--- config.mk ---
export PLATFORM = sky130hd
export DESIGN_NAME = periodic_event_splitter
export DESIGN_NICKNAME = d
export VERILOG_FILES = /design/src/rtl/core/pes_pkg.sv /design/src/rtl/core/periodic_event_splitter.sv /design/src/rtl/core/pes_div.sv /design/src/rtl/core/pes_datapath.sv /design/src/rtl/core/pes_ctrl.sv
export SDC_FILE = /design/constraint.sdc
export NUM_CORES = 1
export LEC_CHECK = 0
export ABC_CLOCK_PERIOD_IN_PS = 3800
export BUFFER_PORTS_ARGS = -buffer_cell sky130_fd_sc_hd__buf_2
export CORE_ASPECT_RATIO = 0.6
export CORE_UTILIZATION = 30
export DETAILED_ROUTE_END_ITERATION = 6
export GPL_TIMING_DRIVEN = 0
export PLACE_DENSITY_LB_ADDON = 0.3
export SLEW_MARGIN = 30
export SYNTH_ARGS = -nofsm -noshare
export SYNTH_HDL_FRONTEND = slang
export SYNTH_SLANG_ARGS = --single-unit
export TNS_END_PERCENT = 30
--- constraint.sdc ---
create_clock -name clock -period 3.8 [get_ports clock]
set_input_delay 0.76 -clock clock [delete_from_list [all_inputs] [get_ports clock]]
set_output_delay 0.76 -clock clock [all_outputs]
set_load 0.05 [all_outputs]
--- src/rtl/core/pes_pkg.sv ---
// Shared types and constants for the periodic event splitter.
package pes_pkg;

   localparam int TIME_FIELD_W = 24;
   localparam int TAG_W        = 16;

   localparam logic [TIME_FIELD_W-1:0] PERIOD_RESET = 24'd1000;

   typedef struct packed {
      logic                    is_readout;
      logic                    readout_start;
      logic [TIME_FIELD_W-1:0] duration;
      logic [TAG_W-1:0]        op_tag;
   } req_item_type;

   typedef struct packed {
      logic                    is_flow;
      logic [TIME_FIELD_W-1:0] piece_length;
      logic [TAG_W-1:0]        piece_tag;
      logic                    overflow;
      logic                    last;
   } rsp_item_type;

   typedef enum logic [2:0] {
      EK_WHOLE,
      EK_OVF,
      EK_PIECE,
      EK_FLOW,
      EK_FINAL
   } emit_kind_type;

   typedef struct packed {
      logic          capture;
      logic          div_start;
      logic          div_sel_sum;
      logic          e_from_elapsed;
      logic          e_from_div;
      logic          commit_ro;
      logic          commit_elapsed;
      logic          load_cross;
      logic          step_cross;
      logic          emit;
      emit_kind_type emit_kind;
   } cmd_type;

   typedef struct packed {
      logic dur_zero;
      logic stale;
      logic ro;
      logic too_many;
      logic cross_zero;
      logic last_cross;
      logic div_busy;
      logic out_free;
   } status_type;

endpackage

--- src/rtl/core/periodic_event_splitter.sv ---
// Top level of the periodic event splitter: controller, datapath and ports.
//
// The block takes one timed sequence operation at a time and tracks the ticks
// elapsed in the current flow period plus a readout-active flag. Outside
// readout an operation leaves as one item and the phase advances modulo the
// period; inside readout it is cut at each period boundary with a zero-length
// flow item after every cut piece, the last piece carrying the remainder and
// marked last. Too many boundary crossings yield one overflow item and leave
// the state alone. A zero-length operation leaves whole with no division;
// any other one has the sum of its duration and the held phase divided by
// the period to count its boundary crossings, and a split one then emits a
// piece and a flow item per crossing and one final piece. A further division
// first reduces the held phase when it is not below a newly written period.
// The block has one shared bit-serial divider, which resolves one quotient
// bit per cycle, and a single result register, which moves one item per
// cycle unless the result side stalls.
// A finished result waits in that register while the next operation is taken
// in. Write flow_period through the csr port only while the block is idle.
module periodic_event_splitter import pes_pkg::*; #(
   parameter int MAX_CROSSINGS = 31,
   parameter int TIME_BITS     = 24
) (
   input  logic                    clock,
   input  logic                    reset,
   // operation input
   input  logic                    req_valid,
   output logic                    req_stall,
   input  req_item_type            req_data,
   // result output
   output logic                    rsp_valid,
   input  logic                    rsp_stall,
   output rsp_item_type            rsp_data,
   // flow_period write port
   input  logic                    csr_valid,
   output logic                    csr_ready,
   input  logic [TIME_FIELD_W-1:0] csr_data
);

   cmd_type    cmd;
   status_type sts;

   // the period register takes a write on any cycle
   assign csr_ready = 1'b1;

   // sequence each item: divide, commit state, then drain results
   pes_ctrl u_ctrl (
      .clock     (clock),
      .reset     (reset),
      .req_valid (req_valid),
      .req_stall (req_stall),
      .sts       (sts),
      .cmd       (cmd)
   );

   // hold state, do the period arithmetic and drive the result register
   pes_datapath #(
      .MAX_CROSSINGS (MAX_CROSSINGS),
      .TIME_BITS     (TIME_BITS)
   ) u_datapath (
      .clock     (clock),
      .reset     (reset),
      .cmd       (cmd),
      .sts       (sts),
      .req_data  (req_data),
      .csr_we    (csr_valid && csr_ready),
      .csr_data  (csr_data),
      .rsp_valid (rsp_valid),
      .rsp_stall (rsp_stall),
      .rsp_data  (rsp_data)
   );

endmodule

--- src/rtl/core/pes_div.sv ---
// Restoring divider, one quotient bit per cycle.
module pes_div import pes_pkg::*; #(
   parameter int TIME_BITS = 24
) (
   input  logic                 clock,
   input  logic                 reset,
   input  logic                 start,
   input  logic [TIME_BITS:0]   dividend,
   input  logic [TIME_BITS-1:0] divisor,
   output logic                 busy,
   output logic [TIME_BITS:0]   quotient,
   output logic [TIME_BITS-1:0] remainder
);

   localparam int W  = TIME_BITS + 1;
   localparam int NW = $clog2(W + 1);

   logic [W-1:0]         quo_ff, quo_in;
   logic [TIME_BITS-1:0] rem_ff, rem_in;
   logic [NW-1:0]        cnt_ff, cnt_in;
   logic                 busy_ff, busy_in;
   logic [TIME_BITS:0]   trial;
   logic [TIME_BITS:0]   diff;
   logic                 ge;

   assign trial = {rem_ff, quo_ff[W-1]};
   assign ge    = trial >= {1'b0, divisor};
   assign diff  = trial - {1'b0, divisor};

   always_comb begin
      quo_in  = quo_ff;
      rem_in  = rem_ff;
      cnt_in  = cnt_ff;
      busy_in = busy_ff;
      if (start) begin
         quo_in  = dividend;
         rem_in  = '0;
         cnt_in  = NW'(W);
         busy_in = 1'b1;
      end else if (busy_ff) begin
         rem_in  = ge ? diff[TIME_BITS-1:0] : trial[TIME_BITS-1:0];
         quo_in  = {quo_ff[W-2:0], ge};
         cnt_in  = cnt_ff - NW'(1);
         busy_in = (cnt_ff != NW'(1));
      end
   end

   always_ff @(posedge clock) begin
      if (reset) begin
         busy_ff <= 1'b0;
         cnt_ff  <= '0;
      end else begin
         busy_ff <= busy_in;
         cnt_ff  <= cnt_in;
      end
      quo_ff <= quo_in;
      rem_ff <= rem_in;
   end

   assign busy      = busy_ff;
   assign quotient  = quo_ff;
   assign remainder = rem_ff;

   a_start_busy: assert property (@(posedge clock) disable iff (reset)
      start |=> busy_ff)
      else $error("divider did not go busy after start");

endmodule

--- src/rtl/core/pes_datapath.sv ---
// Datapath: period and phase state, operation registers, divider, result register.
module pes_datapath import pes_pkg::*; #(
   parameter int MAX_CROSSINGS = 31,
   parameter int TIME_BITS     = 24
) (
   input  logic                    clock,
   input  logic                    reset,
   input  cmd_type                 cmd,
   output status_type              sts,
   input  req_item_type            req_data,
   input  logic                    csr_we,
   input  logic [TIME_FIELD_W-1:0] csr_data,
   output logic                    rsp_valid,
   input  logic                    rsp_stall,
   output rsp_item_type            rsp_data
);

   localparam int W     = TIME_BITS + 1;
   localparam int CW    = $clog2(MAX_CROSSINGS + 1);
   localparam int PAD_W = (TIME_BITS > TIME_FIELD_W) ? TIME_BITS : TIME_FIELD_W;

   logic [TIME_BITS-1:0] period_ff, period_in;
   logic [TIME_BITS-1:0] elapsed_ff, elapsed_in;
   logic                 ro_state_ff, ro_state_in;
   logic                 ro_ff, ro_in;
   logic [TIME_BITS-1:0] dur_ff, dur_in;
   logic [TAG_W-1:0]     tag_ff, tag_in;
   logic [TIME_BITS-1:0] e_ff, e_in;
   logic [CW-1:0]        cnt_ff, cnt_in;
   logic                 first_ff, first_in;
   logic                 rsp_valid_ff, rsp_valid_in;
   rsp_item_type         rsp_data_ff, rsp_data_in;

   logic [PAD_W-1:0]     csr_wide;
   logic [PAD_W-1:0]     dur_wide;
   logic [TIME_BITS-1:0] period_eff;
   logic [W-1:0]         dividend;
   logic                 div_busy;
   logic [W-1:0]         div_quo;
   logic [TIME_BITS-1:0] div_rem;
   logic [TIME_BITS-1:0] len;
   rsp_item_type         result;

   assign csr_wide   = PAD_W'(csr_data);
   assign dur_wide   = PAD_W'(req_data.duration);
   // a zero period counts as one tick
   assign period_eff = (period_ff == '0) ? TIME_BITS'(1) : period_ff;
   assign dividend   = cmd.div_sel_sum ? (W'(dur_ff) + W'(e_ff)) : W'(elapsed_ff);

   pes_div #(.TIME_BITS(TIME_BITS)) u_div (
      .clock     (clock),
      .reset     (reset),
      .start     (cmd.div_start),
      .dividend  (dividend),
      .divisor   (period_eff),
      .busy      (div_busy),
      .quotient  (div_quo),
      .remainder (div_rem)
   );

   always_comb begin
      len = '0;
      case (cmd.emit_kind)
         EK_WHOLE: len = dur_ff;
         EK_PIECE: len = first_ff ? (period_eff - e_ff) : period_eff;
         EK_FINAL: len = first_ff ? dur_ff : div_rem;
         default:  len = '0;
      endcase
      result.is_flow      = (cmd.emit_kind == EK_FLOW);
      result.piece_length = TIME_FIELD_W'(len);
      result.piece_tag    = tag_ff;
      result.overflow     = (cmd.emit_kind == EK_OVF);
      result.last         = (cmd.emit_kind == EK_WHOLE) || (cmd.emit_kind == EK_OVF) ||
                            (cmd.emit_kind == EK_FINAL);
   end

   always_comb begin
      period_in    = csr_we ? csr_wide[TIME_BITS-1:0] : period_ff;
      ro_in        = ro_ff;
      dur_in       = dur_ff;
      tag_in       = tag_ff;
      if (cmd.capture) begin
         ro_in  = req_data.is_readout ? req_data.readout_start : ro_state_ff;
         dur_in = dur_wide[TIME_BITS-1:0];
         tag_in = req_data.op_tag;
      end
      e_in = e_ff;
      if (cmd.e_from_elapsed) begin
         e_in = elapsed_ff;
      end else if (cmd.e_from_div) begin
         e_in = div_rem;
      end
      ro_state_in = cmd.commit_ro ? ro_ff : ro_state_ff;
      elapsed_in  = cmd.commit_elapsed ? div_rem : elapsed_ff;
      cnt_in      = cnt_ff;
      first_in    = first_ff;
      if (cmd.load_cross) begin
         cnt_in   = div_quo[CW-1:0];
         first_in = 1'b1;
      end else if (cmd.step_cross) begin
         cnt_in   = cnt_ff - CW'(1);
         first_in = 1'b0;
      end
      rsp_valid_in = rsp_valid_ff;
      rsp_data_in  = rsp_data_ff;
      if (cmd.emit) begin
         rsp_valid_in = 1'b1;
         rsp_data_in  = result;
      end else if (!rsp_stall) begin
         rsp_valid_in = 1'b0;
      end
   end

   always_ff @(posedge clock) begin
      if (reset) begin
         period_ff    <= TIME_BITS'(PERIOD_RESET);
         elapsed_ff   <= '0;
         ro_state_ff  <= 1'b0;
         rsp_valid_ff <= 1'b0;
      end else begin
         period_ff    <= period_in;
         elapsed_ff   <= elapsed_in;
         ro_state_ff  <= ro_state_in;
         rsp_valid_ff <= rsp_valid_in;
      end
      ro_ff       <= ro_in;
      dur_ff      <= dur_in;
      tag_ff      <= tag_in;
      e_ff        <= e_in;
      cnt_ff      <= cnt_in;
      first_ff    <= first_in;
      rsp_data_ff <= rsp_data_in;
   end

   assign sts.dur_zero   = (dur_ff == '0);
   assign sts.stale      = (elapsed_ff >= period_eff);
   assign sts.ro         = ro_ff;
   assign sts.too_many   = (div_quo > W'(MAX_CROSSINGS));
   assign sts.cross_zero = (div_quo == '0);
   assign sts.last_cross = (cnt_ff == CW'(1));
   assign sts.div_busy   = div_busy;
   assign sts.out_free   = !rsp_valid_ff || !rsp_stall;

   assign rsp_valid = rsp_valid_ff;
   assign rsp_data  = rsp_data_ff;

   a_elapsed_in_range: assert property (@(posedge clock) disable iff (reset)
      cmd.commit_elapsed |=> elapsed_ff < period_eff)
      else $error("elapsed time left outside the period");

   a_cross_fits: assert property (@(posedge clock) disable iff (reset)
      cmd.load_cross |-> !sts.too_many && !div_busy)
      else $error("crossing count loaded while out of range or dividing");

endmodule

--- src/rtl/core/pes_ctrl.sv ---
// Controller: sequences division, state commit and result emission per item.
module pes_ctrl import pes_pkg::*; (
   input  logic       clock,
   input  logic       reset,
   input  logic       req_valid,
   output logic       req_stall,
   input  status_type sts,
   output cmd_type    cmd
);

   typedef enum logic [3:0] {
      ST_IDLE,
      ST_CHECK,
      ST_DIV_E,
      ST_LOAD_SUM,
      ST_DIV_S,
      ST_DECIDE,
      ST_PIECE,
      ST_FLOW,
      ST_FINAL
   } state_type;

   state_type state_ff, state_in;

   always_comb begin
      cmd      = '0;
      state_in = state_ff;
      unique case (state_ff)
         ST_IDLE: begin
            if (req_valid) begin
               cmd.capture = 1'b1;
               state_in    = ST_CHECK;
            end
         end
         ST_CHECK: begin
            if (sts.dur_zero) begin
               if (sts.out_free) begin
                  cmd.emit      = 1'b1;
                  cmd.emit_kind = EK_WHOLE;
                  cmd.commit_ro = 1'b1;
                  state_in      = ST_IDLE;
               end
            end else if (sts.stale) begin
               cmd.div_start = 1'b1;
               state_in      = ST_DIV_E;
            end else begin
               cmd.e_from_elapsed = 1'b1;
               state_in           = ST_LOAD_SUM;
            end
         end
         ST_DIV_E: begin
            if (!sts.div_busy) begin
               cmd.e_from_div = 1'b1;
               state_in       = ST_LOAD_SUM;
            end
         end
         ST_LOAD_SUM: begin
            cmd.div_start   = 1'b1;
            cmd.div_sel_sum = 1'b1;
            state_in        = ST_DIV_S;
         end
         ST_DIV_S: begin
            if (!sts.div_busy) begin
               state_in = ST_DECIDE;
            end
         end
         ST_DECIDE: begin
            if (!sts.ro) begin
               if (sts.out_free) begin
                  cmd.emit           = 1'b1;
                  cmd.emit_kind      = EK_WHOLE;
                  cmd.commit_ro      = 1'b1;
                  cmd.commit_elapsed = 1'b1;
                  state_in           = ST_IDLE;
               end
            end else if (sts.too_many) begin
               if (sts.out_free) begin
                  cmd.emit      = 1'b1;
                  cmd.emit_kind = EK_OVF;
                  state_in      = ST_IDLE;
               end
            end else begin
               cmd.commit_ro      = 1'b1;
               cmd.commit_elapsed = 1'b1;
               cmd.load_cross     = 1'b1;
               state_in           = sts.cross_zero ? ST_FINAL : ST_PIECE;
            end
         end
         ST_PIECE: begin
            if (sts.out_free) begin
               cmd.emit      = 1'b1;
               cmd.emit_kind = EK_PIECE;
               state_in      = ST_FLOW;
            end
         end
         ST_FLOW: begin
            if (sts.out_free) begin
               cmd.emit       = 1'b1;
               cmd.emit_kind  = EK_FLOW;
               cmd.step_cross = 1'b1;
               state_in       = sts.last_cross ? ST_FINAL : ST_PIECE;
            end
         end
         ST_FINAL: begin
            if (sts.out_free) begin
               cmd.emit      = 1'b1;
               cmd.emit_kind = EK_FINAL;
               state_in      = ST_IDLE;
            end
         end
         default: begin
            state_in = ST_IDLE;
         end
      endcase
   end

   always_ff @(posedge clock) begin
      if (reset) begin
         state_ff <= ST_IDLE;
      end else begin
         state_ff <= state_in;
      end
   end

   assign req_stall = (state_ff != ST_IDLE);

   a_emit_room: assert property (@(posedge clock) disable iff (reset)
      cmd.emit |-> sts.out_free)
      else $error("result emitted over a stalled result");

endmodule
==> results of run 1 <==
-- registers in the layout, summed over array words and instances, names as in the netlist, 16 cells and up --
| signal | cells |
|---|---|
| u_datapath.rsp_data | 43 |
| u_datapath.u_div.quotient | 25 |
| u_datapath.dur_ff | 24 |
| u_datapath.e_ff | 24 |
| u_datapath.elapsed_ff | 24 |
| u_datapath.period_ff | 24 |
| u_datapath.u_div.remainder | 24 |
| u_datapath.tag_ff | 16 |
-- logic make-up after synthesis --
| group | synth area share |
|---|---|
| buffers and inverters | 0.04398 |
| multiplexers | 0.06601 |
| adder cells (fa/ha/maj) | 0.09733 |
| XOR/XNOR | 0.03807 |
| AND/OR/NAND/NOR | 0.1316 |
| flip-flops | 0.4381 |
| AO/OA/AOI/OAI | 0.1846 |
| other | 0.0002810 |
-- cell usage in the layout, fill, tap and decap left out, types with 53 or more instances in the layout --
| master | Yosys | routed |
|---|---|---|
| edfxtp_1 | 138 | 138 |
| nand2_1 | 132 | 131 |
| buf_2 | 7 | 117 |
| nor2_1 | 113 | 111 |
| ha_1 | 99 | 98 |
| a21oi_1 | 95 | 93 |
| inv_1 | 72 | 72 |
| dfxtp_1 | 85 | 72 |
| mux2i_1 | 61 | 61 |
| clkbuf_1 | 56 | 58 |
| o21ai_0 | 54 | 53 |
-- power by group through the flow --
stage	clock [mW]	sequential, mW	combinational, mW
floorplan	0	3.21	2.77
global placement	0	3.52	3.46
detailed placement	0	3.51	3.50
CTS	2.72	3.46	3.62
global route	2.81	3.52	4.12
finish	2.66	3.51	3.74
-- final cells by class --
class / instances / area [um^2]
Sequential cell: 223 / 5867
Clock buffer: 33 / 728.2
Timing Repair Buffer: 128 / 733.2
Inverter: 72 / 270.3
Buffer: 73 / 354.1
Fill cell: 4354 / 27560
Tap cell: 579 / 724.4
Clock inverter: 17 / 167.7
Multi-Input combinational cell: 990 / 7226
-- worst max-delay path, stage by stage, from the launching register on --
cell,delay (ns)
dfxtp_2,0.40
nor4_2,0.32
nand4_1,0.25
o21bai_4,0.27
inv_1,0.07
ha_2,0.20
nor2b_4,0.19
o2111ai_4,0.15
a31o_4,0.27
a31oi_4,0.25
a41oi_4,0.20
o2111ai_2,0.27
o311ai_4,0.15
or4b_4,0.53
nand3_2,0.11
-- through the flow --
step	cells	setup slack [ns]	setup TNS (ns)	hold WS (ns)	total power, mW
after floorplan	1356	0.03254	0	0.4003	5.976
after global placement	2048	-2.694	-245.38	0.4002	6.978
after detailed placement	2053	-1.218	-106.45	0.4057	7.014
after CTS	2107	-0.007991	-0.007991	0.3398	9.798
after global routing	2115	-0.1065	-0.3302	0.3509	10.45
final	2115	0.002101	0	0.3651	9.914
-- metal layers --
metal  global-route usage  wire length, um
met1               0.3067            22750
met2               0.2753            17410
met3              0.05104             4538
met4              0.04924             1032
met5                    0                0
-- timing repair --
item	in CTS	in global routing
cloned	2	0
hold buffers	0	0
pin swaps	10	12
setup buffers	2	8
resized for setup	41	30
endpoints found under the setup margin	142	111
-- path summary, 6_finish.rpt --
kind	slack (ns)	depth (start not counted)	end
worst max-delay path	0.002	14	u_datapath.rsp_data[41]
worst min-delay path	0.37	1	u_datapath.dur_ff[0]
worst max register to register	0.002	14	u_datapath.rsp_data[41]
worst min register to register	0.42	0	u_datapath.rsp_data[8]
==> flow_summary.ini, run 1 <==
[outcome]
status = complete, but fails checks
violations = DRC

[drt]
drc = 9
wl_um = 45730
ant_nets = 0
first_iter_violations = 994
vias = 11320
vias_per_cell = 5.350
wire_per_inst_um = 21.62
drt_first_pass_iters = 7

[floorplan]
coreArea_um2 = 43630
initial_utilization = 0.3059
chipWidth_um = 274.3
ioPinCount = 117
die_h_um = 165.4
die-area_um2 = 45360
fp-row-count = 59

[logic_synthesis]
synth_edf_count = 138
yosysUniqueCellTypes = 75
avgSynthCellArea_um2 = 9.841
synth_common_cells = edfxtp_1 (138), nand2_1 (132), nor2_1 (113), ha_1 (99), a21oi_1 (95)
synth-seq-cells = 223
async_reset_ff_frac = 0
yosys_warnings = 0
syn_nets = 1529
synthFlopType = edfxtp_1
syn_inst = 1356
yosys.area.top_type = edfxtp_1
synthTopCellsByArea = edfxtp_1 (31%), dfxtp_1 (13%), ha_1 (9.3%)
yosysMostFrequentCell = edfxtp_1
synth_top_area_frac = 0.3105
synth.cell_area_um2 = 13340
ys_seq_area_frac = 0.4381

[sta]
hold_viol = 0
grt_setup_unrepaired = true
period_needed_ns = 3.798
drv_slew = 0
period_share = 0.9994
max_slew.worst_pin.slew_ns = 0.9404
relSlewSlack = 0.3731
final.setup_skew_ns = 0.02528
fmax_mhz = 263.3
setup_viol = 0

[final_layout]
synthToLayoutAreaGrowth_pct = 20.43
nets = 1688
num_antenna_cells = 0
stdcell_area_um2 = 16070
drive_above_1_share = 0.1823
finish.utilization = 0.3684

[global_routing]
antenna_found_initial = 0
grt_max_degree = 40
grt_pass1_wl_um = 67720
grt_pass1_vias = 10730
grt-ovfl-total = 0
grt_util_all_layers = 0.2010

[cts]
cts_tree = yes
cts.clk_slew.worst_paths_ns = 0.06
clock_path_buffers = 3
cts_made_buffers = 27
cts.sinks = 223
clock_latency_ns = 0.57
htree_levels = 1
cts-root-buf = clkbuf_16

[setup_path]
crit_required_ns = 4.21
endpoint_kind = register
worst_setup_path_start_kind = register
arrival_ns = 4.21
r2r-start = u_datapath.period_ff[12]
crit_type = reg -> reg
startpoint = u_datapath.period_ff[12]
path_max_fanout = 5

[pwr]
combPwrFrac = 0.377
peakVddDrop_mv = 0.3652
power.leakage_nw = 6.555
pwr-share-seq = 0.354
p_int_mw = 6.130
p_sw_mw = 3.784
clock_power_share = 0.269
p_per_area_nw_per_um2 = 616.9
swShare = 0.3817

[hold_path]
hold_class = in -> reg
hp-start = req_data[16]

[placed_design]
dp_hpwl_um = 34800
io_buffers = 113
placed_area_um2 = 14770
place_congestion = 0.9369

[flow_run]
max_cap_violations = 0
Power figures use the tool's default switching activity.
==> inputs of run 2 (changes only) <==
--- a/config.mk
+++ b/config.mk
@@ -9,6 +9,7 @@
 export BUFFER_PORTS_ARGS = -buffer_cell sky130_fd_sc_hd__buf_2
 export CORE_ASPECT_RATIO = 0.6
 export CORE_UTILIZATION = 30
+export CTS_BUF_LIST = sky130_fd_sc_hd__clkbuf_4 sky130_fd_sc_hd__clkbuf_8 sky130_fd_sc_hd__clkbuf_16
 export DETAILED_ROUTE_END_ITERATION = 6
 export GPL_TIMING_DRIVEN = 0
 export PLACE_DENSITY_LB_ADDON = 0.3
==> flow_summary.ini, run 2 (synthesis results as in run 1) <==
[outcome]
status = complete, but fails checks
violations = DRC, setup timing

[final_layout]
seq_area_um2 = 5867
nets = 1688
final_common_cell = edfxtp_1
stdcell_area_um2 = 16080
synthToLayoutAreaGrowth_pct = 20.52
drive_above_1_share = 0.1842
largest_register_ff_count = 43
multi_input_area_um2 = 7226
num_antenna_cells = 0
mostFrequentLayoutCells = edfxtp_1 (138), nand2_1 (131), buf_2 (117)
finish.utilization = 0.3686
n_fill_cell = 4353

[floorplan]
chipWidth_um = 274.3
ioPinCount = 117
die_h_um = 165.4
coreArea_um2 = 43630
die-area_um2 = 45360
fp-row-count = 59
initial_utilization = 0.3059

[sta]
fin_ws_ns = -0.007735
period_needed_ns = 3.808
grt_setup_unrepaired = true
fmax_mhz = 262.6
setup_viol = 1
relSlewSlack = 0.3837
drv_slew = 0
final.setup_skew_ns = 0.02436
fin_hold_ws_ns = 0.3653
hold_viol = 0
fin_tns_setup_ns = -0.007735
period_share = 1.002
max_slew.worst_pin.slew_ns = 0.9245

[setup_path]
arrival_ns = 4.22
crit_required_ns = 4.21
max_stage_delay_ns = 0.53
endpoint_kind = register
cp_slowest_cell = or4b_4
critPathBufInv = 1
cp_cell_sequence = nor4_2 -> nand4_1 -> o21bai_4 -> inv_1 -> ha_2 -> nor2b_4 -> o2111ai_4 -> a31o_4 -> a31oi_4 -> a41oi_4 -> o2111ai_2 -> o311ai_4 -> or4b_4 -> nand3_2
path_max_fanout = 5
crit_type = reg -> reg
worst_setup_path_start_kind = register
crit_family = compound AO/OA/AOI/OAI gates

[pwr]
p_total_mw = 9.933
p_per_area_nw_per_um2 = 617.7
peakVddDrop_mv = 0.3650
power.leakage_nw = 6.565

[placed_design]
io_buffers = 113
placed_area_um2 = 14770
dp_hpwl_um = 34800
place_congestion = 0.9369

[drt]
drc = 9
vias = 11330
wl_um = 45770
ant_nets = 0
drt_first_pass_iters = 7
wire_per_inst_um = 21.64
first_iter_violations = 980
vias_per_cell = 5.357

[global_routing]
grt_util_all_layers = 0.2010
grt_pass1_wl_um = 67720
grt_max_degree = 40
grt_pass1_vias = 10730
grt-ovfl-total = 0
antenna_found_initial = 0

[cts]
cts.sinks = 223
cts_made_buffers = 27
clock_path_buffers = 3
htree_levels = 1
cts.clk_slew.worst_paths_ns = 0.06
postCtsHoldBufs = 0
cts-root-buf = clkbuf_16
clock_latency_ns = 0.57
cts_tree = yes

[flow_run]
max_cap_violations = 0

[hold_path]
hold_class = in -> reg
==> run 2: changes by cell type in the layout (fill, tap and decap cells not counted) <==
| cell | change |
|---|---|
| clkbuf_4 | +3 |
| clkbuf_1 | -3 |
==> run 2: routing by layer <==
metal | track usage | vias to the layer above | wire length (um)
met4 | 0.04924 | 0 | 1029
met2 | 0.2753 | 463 | 17430
met3 | 0.05104 | 63 | 4767
li1 | - | 5340 | -
met5 | 0 | - | 0
met1 | 0.3067 | 5465 | 22540
==> run 2: power by group <==
group / total [mW] / leakage [nW] / internal (mW) / switching [mW]
clock network: 2.68 / 0.456 / 1.59 / 1.10
logic: 3.74 / 4.13 / 1.64 / 2.10
registers: 3.51 / 1.98 / 2.93 / 0.583
==> run 2: worst paths after layout <==
kind | slack, ns | depth (start not counted) | start | end
worst max register to register | -0.008 | 14 | u_datapath.period_ff[12] | u_datapath.rsp_data[41]
worst max-delay path | -0.008 | 14 | u_datapath.period_ff[12] | u_datapath.rsp_data[41]
worst min-delay path | 0.37 | 1 | req_data[16] | u_datapath.dur_ff[0]
worst min register to register | 0.42 | 0 | u_datapath.tag_ff[6] | u_datapath.rsp_data[8]
==> run 2: cell type report <==
type,instances,share of cell area
clock inverters,17,0.01043
inverters,72,0.01681
repair buffers,128,0.04559
flip-flops and latches,223,0.3648
well taps,579,0.04505
plain buffers,73,0.02202
multi-input cells,990,0.4493
clock buffers,33,0.04598
==> run 2: metrics by stage <==
step	cells	setup slack, ns
3_3_place_gp	2048	-2.694
3_5_place_dp	2053	-1.218
4_1_cts	2107	-0.007991
2_1_floorplan	1356	0.03254
6_report	2115	-0.007735
5_1_grt	2115	-0.1065
==> run 2: worst reg2reg max path, cell delays in order, from the launching register on <==
cell	delay [ns]
dfxtp_2	0.40
nor4_2	0.32
nand4_1	0.25
o21bai_4	0.27
inv_1	0.08
ha_2	0.20
nor2b_4	0.20
o2111ai_4	0.15
a31o_4	0.27
a31oi_4	0.25
a41oi_4	0.20
o2111ai_2	0.27
o311ai_4	0.15
or4b_4	0.54
nand3_2	0.11
==> run 2: timing repair <==
action                                  4_1_cts  5_1_grt
gates cloned                                  2        0
buffers inserted                              2        8
resized for setup                            41       30
endpoints found under the setup margin      142      111
pin swaps                                    10       12
==> inputs of run 3 (changes only) <==
--- a/config.mk
+++ b/config.mk
@@ -5,7 +5,7 @@
 export SDC_FILE = /design/constraint.sdc
 export NUM_CORES = 1
 export LEC_CHECK = 0
-export ABC_CLOCK_PERIOD_IN_PS = 3800
+export ABC_CLOCK_PERIOD_IN_PS = 3600
 export BUFFER_PORTS_ARGS = -buffer_cell sky130_fd_sc_hd__buf_2
 export CORE_ASPECT_RATIO = 0.6
 export CORE_UTILIZATION = 30
==> constraint.sdc (replaced) <==
create_clock -name clock -period 3.6 [get_ports clock]
set_input_delay 0.72 -clock clock [delete_from_list [all_inputs] [get_ports clock]]
set_output_delay 0.72 -clock clock [all_outputs]
set_load 0.05 [all_outputs]
==> flow_summary.ini, run 3 (synthesis results as in run 1) <==
[pwr]
peakVddDrop_mv = 0.3844
power.leakage_nw = 6.658
p_per_area_nw_per_um2 = 640.7

[floorplan]
die-area_um2 = 45360
die_h_um = 165.4
ioPinCount = 117
initial_utilization = 0.3059
fp-row-count = 59
coreArea_um2 = 43630
chipWidth_um = 274.3

[global_routing]
grt_pass1_wl_um = 67010
grt_max_degree = 40
grt-ovfl-total = 0
antenna_found_initial = 0
grt_util_all_layers = 0.1997
grt_pass1_vias = 10810

[placed_design]
place_inst = 2052
io_buffers = 113
dp_hpwl_um = 34960
place_congestion = 0.9532

[hold_path]
hold_class = in -> reg
whs_path_depth = 1

[cts]
postCtsHoldBufs = 0
cts_made_buffers = 25
clock_latency_ns = 0.56
cts.sinks = 223
cts.clk_slew.worst_paths_ns = 0.07
htree_levels = 1
clock_path_buffers = 3
cts_tree = yes
cts-root-buf = clkbuf_16

[drt]
drt_first_pass_iters = 7
ant_nets = 0
wire_per_inst_um = 21.77
vias_per_cell = 5.384
wl_um = 46270
drc = 26
vias = 11440
first_iter_violations = 902

[setup_path]
path_max_fanout = 6
reg2reg_depth = 14
worst_setup_path_start_kind = register
crit_type = reg -> reg
crit_required_ns = 3.90
endpoint_kind = register
arrival_ns = 4.08

[outcome]
violations = DRC, setup timing
status = complete, but fails checks

[sta]
fmax_mhz = 264.9
fin_hold_ws_ns = 0.3295
final.setup_skew_ns = 0.02485
setup_viol = 56
relSlewSlack = 0.3644
hold_viol = 0
fin_ws_ns = -0.1753
fin_tns_setup_ns = -4.983
max_slew.worst_pin.slew_ns = 0.9534
period_share = 1.049
grt_setup_unrepaired = true
drv_slew = 0
period_needed_ns = 3.775

[final_layout]
final_common_cell = edfxtp_1
final_cells = 2125
drive_above_1_share = 0.2073
largest_register_ff_count = 43
synthToLayoutAreaGrowth_pct = 22.41
nets = 1698
mostFrequentLayoutCells = edfxtp_1 (138), nand2_1 (130), buf_2 (116)

[flow_run]
max_cap_violations = 0
-- run 3: worst max-delay path: stages (launching register included) --
cell and delay, ns:
dfxtp_4 0.36, nor4_4 0.36, nand4_1 0.27, o21bai_4 0.24, buf_4 0.16, ha_4 0.19, nand2b_4 0.13, a21o_1 0.18
a21oi_2 0.15, o211ai_1 0.13, a31oi_1 0.21, o211a_1 0.30, and2_4 0.31, clkbuf_16 0.18, mux2_2 0.35
-- run 3: final timing paths --
kind / from / end / slack, ns
setup reg to reg: u_datapath.period_ff[0] / u_datapath.e_ff[12] / -0.18
hold reg to reg: u_datapath.tag_ff[15] / u_datapath.rsp_data[17] / 0.42
hold / removal: req_data[33] / u_datapath.dur_ff[17] / 0.33
setup / recovery: u_datapath.period_ff[0] / u_datapath.e_ff[12] / -0.18
-- run 3: what timing repair did --
action	in CTS	in global routing
gates cloned	3	2
pin swaps	17	12
setup buffers	9	13
endpoints found under the setup margin	145	130
gates resized for setup	67	58
-- run 3: cell type report --
cell class                      instances  area (um^2)
Antenna cell                            2        5.005
Buffer                                 71        366.6
Clock buffer                           29        668.1
Clock inverter                         17        156.4
Fill cell                            4357        27290
Inverter                               72        270.3
Multi-Input combinational cell        991         7405
Sequential cell                       223         5877
Tap cell                              579        724.4
Timing Repair Buffer                  141        862.1
-- run 3: through the flow --
step	utilization	worst slack, ns	cell area (um^2)	power [mW]
after floorplan	-	0.03514	13350	6.308
after global placement	0.3356	-1.773	14640	7.397
after detailed placement	0.3378	-1.398	14740	7.437
after CTS	0.3669	-0.1053	16010	10.26
after global routing	0.3743	-0.2476	16330	11.02
final	0.3744	-0.1753	16330	10.47
-- run 3: power by group --
part / switching [mW] / internal (mW) / leakage (nW)
Clock: 1.13 / 1.48 / 0.408
Combinational: 2.32 / 1.81 / 4.27
Sequential: 0.632 / 3.09 / 1.98
-- run 3: per-layer routing --
| layer | vias up | global-route usage | wire length [um] |
|---|---|---|---|
| li1 | 5376 | - | - |
| met1 | 5528 | 0.2879 | 21650 |
| met2 | 483 | 0.2801 | 18320 |
| met3 | 53 | 0.07504 | 5445 |
| met4 | 0 | 0.03889 | 845 |
| met5 | - | 0 | 0 |
